**src/sv/pvs_pkg.sv**
```systemverilog
// Shared types, codes and constants of the polyline vertex snapper.
package pvs_pkg;

  localparam int COORD_W          = 31;
  localparam int COUNT_OUT_W      = 11;
  localparam int MAX_VERTICES_DEF = 1024;
  localparam int CFG_AW           = 3;
  localparam int CFG_DW           = 32;

  // register index, taken from the word address bit of paddr
  localparam logic REG_PREFER_CROSS = 1'b0;
  localparam logic REG_ALLOW_DIAG   = 1'b1;

  typedef enum logic [2:0] {
    ST_APPEND  = 3'd0,
    ST_SKIP    = 3'd1,
    ST_REPLACE = 3'd2,
    ST_REMOVE  = 3'd3,
    ST_FULL    = 3'd4,
    ST_CLEAR   = 3'd5
  } status_t;

  typedef enum logic [1:0] {
    K_HOR  = 2'd0,
    K_RISE = 2'd1,
    K_VER  = 2'd2,
    K_FALL = 2'd3
  } kind_t;

  typedef enum logic [1:0] {
    MODE_VER,
    MODE_HOR,
    MODE_DIAG
  } mode_t;

  typedef struct packed {
    logic prefer_cross;
    logic allow_diagonal;
  } cfg_t;

  typedef struct packed {
    logic                      zero;
    logic signed [COORD_W-1:0] sx;
    logic signed [COORD_W-1:0] sy;
    kind_t                     kind;
    logic                      prev_same;
    logic                      at_prev;
  } snap_t;

endpackage

```
**src/sv/pvs_cfg.sv**
```systemverilog
// APB configuration registers: prefer_cross and allow_diagonal.
module pvs_cfg (
  input  logic                       clk,
  input  logic                       rst_n,
  input  logic                       psel,
  input  logic                       penable,
  input  logic                       pwrite,
  input  logic [pvs_pkg::CFG_AW-1:0] paddr,
  input  logic [pvs_pkg::CFG_DW-1:0] pwdata,
  output logic [pvs_pkg::CFG_DW-1:0] prdata,
  output logic                       pready,
  output pvs_pkg::cfg_t              cfg
);
  import pvs_pkg::*;

  logic big_r, big_nxt;
  logic diag_r, diag_nxt;
  logic idx;
  logic wr;
  logic rd_bit;

  assign idx    = paddr[CFG_AW-1];
  assign wr     = psel && penable && pwrite;
  assign pready = 1'b1;

  always_comb begin
    big_nxt  = big_r;
    diag_nxt = diag_r;
    rd_bit   = 1'b0;
    unique case (idx)
      REG_PREFER_CROSS: begin
        rd_bit = big_r;
        if (wr) big_nxt = pwdata[0];
      end
      REG_ALLOW_DIAG: begin
        rd_bit = diag_r;
        if (wr) diag_nxt = pwdata[0];
      end
      default: rd_bit = 1'b0;
    endcase
  end

  always_ff @(posedge clk) begin
    if (!rst_n) begin
      big_r  <= 1'b0;
      diag_r <= 1'b1;
    end else begin
      big_r  <= big_nxt;
      diag_r <= diag_nxt;
    end
  end

  assign prdata             = {{(CFG_DW-1){1'b0}}, rd_bit};
  assign cfg.prefer_cross   = big_r;
  assign cfg.allow_diagonal = diag_r;

endmodule

```
**config.mk**
```make
export PLATFORM = sky130hd
export DESIGN_NAME = pvs_cfg
export DESIGN_NICKNAME = d
export VERILOG_FILES = /design/src/sv/pvs_pkg.sv /design/src/sv/pvs_cfg.sv
export SDC_FILE = /design/constraint.sdc
export NUM_CORES = 1
export LEC_CHECK = 0
export ABC_AREA = 0
export CORE_AREA = 2 2 39 41
export DETAILED_ROUTE_END_ITERATION = 10
export DIE_AREA = 0 0 41 43
export DONT_BUFFER_PORTS = 1
export SYNTH_ARGS = -nofsm -noshare
export SYNTH_HDL_FRONTEND = slang
export SYNTH_SLANG_ARGS = --single-unit
```
**constraint.sdc**
```tcl
create_clock -name clk -period 0.9 [get_ports clk]
set_input_delay 0.135 -clock clk [delete_from_list [all_inputs] [get_ports clk]]
set_output_delay 0.135 -clock clk [all_outputs]
set_load 0.03 [all_outputs]
```
==> metrics.log <==
[metrics] combinational share of power: 0.411
[metrics] smallest setup slack after layout: -87.1 ps
[metrics] drt drc: 0
[metrics] total stage count of the critical path: 1
[metrics] number of library cell types mapped by synthesis: 9
[metrics] core area: 0.00138 sq mm
[metrics] fraction of power consumed by sequential logic: 0.187
[metrics] P_sw: 0.245 mW
[metrics] slowest CP cell: dfxtp_2
[metrics] worst setup path endpoint: prdata[0]
[metrics] worst r2r path cells: 3
[metrics] most instantiated library cell after synthesis: buf_4
[metrics] startpoint of the worst setup timing path: diag_r
[metrics] first-pass GRT wire length: 517 um
[metrics] number of nets in the layout: 90
[metrics] top-area cell type share of the netlist area: 0.698
[metrics] flip-flop and latch count after synthesis: 2
[metrics] width of the die: 41 um
[metrics] failing checks: setup timing
[metrics] total routing resource utilization after global routing: 0.0571
[metrics] fraction of the yosys area taken by sequential cells: 0.106
[metrics] Critical Path End Type: output port
[metrics] post-detail-place hpwl: 374 um
[metrics] total power per unit cell area: 1720 mW/mm^2
[metrics] number of violations of the max-capacitance limit: 0
[metrics] upper clock frequency limit: 1.01 GHz
[metrics] Die Y-Extent: 43 um
[metrics] synthesized netlist cell count: 48
[metrics] highest net fanout along the worst path: 3
[metrics] reg-to-reg startpoint: big_r
[metrics] H-tree levels: 1
[metrics] average routed wire per standard cell: 6.78 um
[metrics] effective utilization at floorplan: 0.272
[metrics] count of antenna-violating nets left after detailed routing: 0
[metrics] growth of design area from synthesis to finish: -23.3%
[metrics] final standard cell utilization of the core: 0.209
[metrics] Remaining Overflow, GRT: 0
[metrics] number of warnings printed during yosys synthesis: 0
[metrics] Netlist Area Pre-Place: 377 sq um
[metrics] vias after detailed routing: 183
[metrics] Post-Route Skew: 0 ps
[metrics] clock transition at the registers of the reported paths: 30 ps
[metrics] setup-violating endpoint count in the final report: 1
[metrics] final number of hold-violating endpoints: 0
[metrics] classification of the worst setup path: reg -> out
[metrics] via count of the first global-routing pass: 134
[metrics] RSZ-0062 raised after global routing: true
[metrics] # port buffers: 0
[metrics] status: finished, violations left
[metrics] CTS buffer count: 3
[metrics] WL final: 434 um
[metrics] maximum number of pins on one net before global-route repair: 5
[metrics] number of enable flip-flop cells after synthesis: 0
[metrics] Setup Slack @ Placement: 106 ps
[metrics] count of inserted antenna diode cells: 0
[metrics] part of the power in the clock network: 0.402
[metrics] R2R Setup Slk: 170 ps
[metrics] first-iteration detailed-routing DRC count: 0
[metrics] cell family with most CP delay: flip-flops
[metrics] syn_area_per_cell: 7.85 sq um
[metrics] Leak: 0.178 nW
[metrics] detailed-route vias per instance: 2.86
[metrics] Placement Rows: 14
[metrics] fill cell count: 163
[metrics] switching fraction of total power: 0.493
[metrics] top-level port count: 75
[metrics] critical register-to-register path endpoint: big_r
[metrics] clock tree from TritonCTS: done
[metrics] fraction of layout cells with a size suffix above 1: 0.146
[metrics] element type at the critical path start: flip-flop
[metrics] Max VDD drop: 0.660 mV
[metrics] share of the clock period used by the worst path after layout: 1.10
[metrics] clk buf depth: 2
[metrics] Critical Path AT: 850 ps
[metrics] Final min period: 987 ps
[metrics] detailed-router iteration count before antenna repair: 1
[metrics] cell taking the most area after synthesis: buf_4
[metrics] data required time at the worst endpoint: 760 ps
[metrics] Synth area leaders: buf_4 70%, dfxtp_1 11%, mux2i_1 5.3%
[metrics] final weighted congestion in routability-driven placement: 0.468
[metrics] Synth async-reset ratio: 0
[metrics] chain of cells forming the critical path: mux2_4
[metrics] Buf+Inv Stages, Crit Path: 0
[metrics] total count of max-transition violations in the final report: 0
[metrics] peak per-stage delay on the critical path: 320 ps
[metrics] area of the die: 0.00176 sq mm
[metrics] TritonCTS Sinks: 2
[metrics] initial antenna violation count: 0
[metrics] type of the most critical hold path: in -> reg
[metrics] Skew-Pair Late Insertion Delay: 230 ps
[metrics] top_reg_cell synth: dfxtp_1
[metrics] buffer type at the clock tree root: clkbuf_4
[metrics] Cell Int Power: 0.252 mW
registers in the layout, summed over array words and instances, names as in the netlist:
register / flops
big_r: 1
diag_r: 1
area by class of cell:
cell class | instances | area (sq um) | area share
sequential | 2 | 41.3 | 0.143
clock buffer | 3 | 22.5 | 0.0779
multi-input combinational | 41 | 190 | 0.658
tap | 16 | 20.0 | 0.0693
timing repair buffer | 2 | 15.0 | 0.0519
power by group through the flow:
stage               combinational [mW]  clock, mW  sequential, mW
detailed placement               0.200          0          0.0937
global placement                 0.200          0          0.0935
finish                           0.205      0.200          0.0929
CTS                              0.202      0.212          0.0928
global route                     0.217      0.221          0.0929
floorplan                        0.310          0          0.0935
logic make-up after synthesis:
family | synth area share
AND/OR/NAND/NOR | 0.0930
other | 0.0199
multiplexers | 0.0831
flip-flops | 0.106
buffers and inverters | 0.698
layer usage:
metal | global-route usage | vias to the layer above | share of wire
li1 | - | 83 | -
met1 | 0.0287 | 70 | 0.25
met2 | 0.0563 | 28 | 0.36
met3 | 0.126 | 2 | 0.37
met4 | 0.0400 | 0 | 0.0092
met5 | 0 | - | 0
worst min-delay path by stage:
stage,slack [ps],startpoint,endpoint,depth (start not counted)
6_report,60,pwdata[0],big_r,2
5_1_grt,100,rst_n,big_r,2
3_3_place_gp,280,pwdata[0],big_r,2
3_5_place_dp,300,pwdata[0],big_r,2
2_1_floorplan,270,pwdata[0],big_r,2
4_1_cts,50,pwdata[0],big_r,2
timing repair:
| item | 4_1_cts | 5_1_grt |
|---|---|---|
| endpoints found under the setup margin | 1 | 1 |
| hold buffers | 0 | 0 |
| setup buffers | 0 | 0 |
| resized for setup | 2 | 0 |
placed cells by master, fill, tap and decap left out, drive strengths merged:
cell	Yosys	routed
buf	35	2
clkbuf	0	3
conb	2	32
dfxtp	2	2
mux2	1	1
mux2i	2	2
nand2	2	2
nand4	1	1
nand4b	1	1
nor2b	2	2
through the flow:
step	hold slack [ps]	power, mW	cell area, sq um	setup TNS (ps)	cells
detailed placement	296	0.294	262	0	61
finish	60.9	0.497	289	-87.1	64
CTS	54.6	0.507	289	-95.6	64
global route	95.6	0.531	289	-108	64
global placement	282	0.293	262	0	61
floorplan	274	0.404	489	0	78
Note: power is estimated with default switching activity, not from simulation.
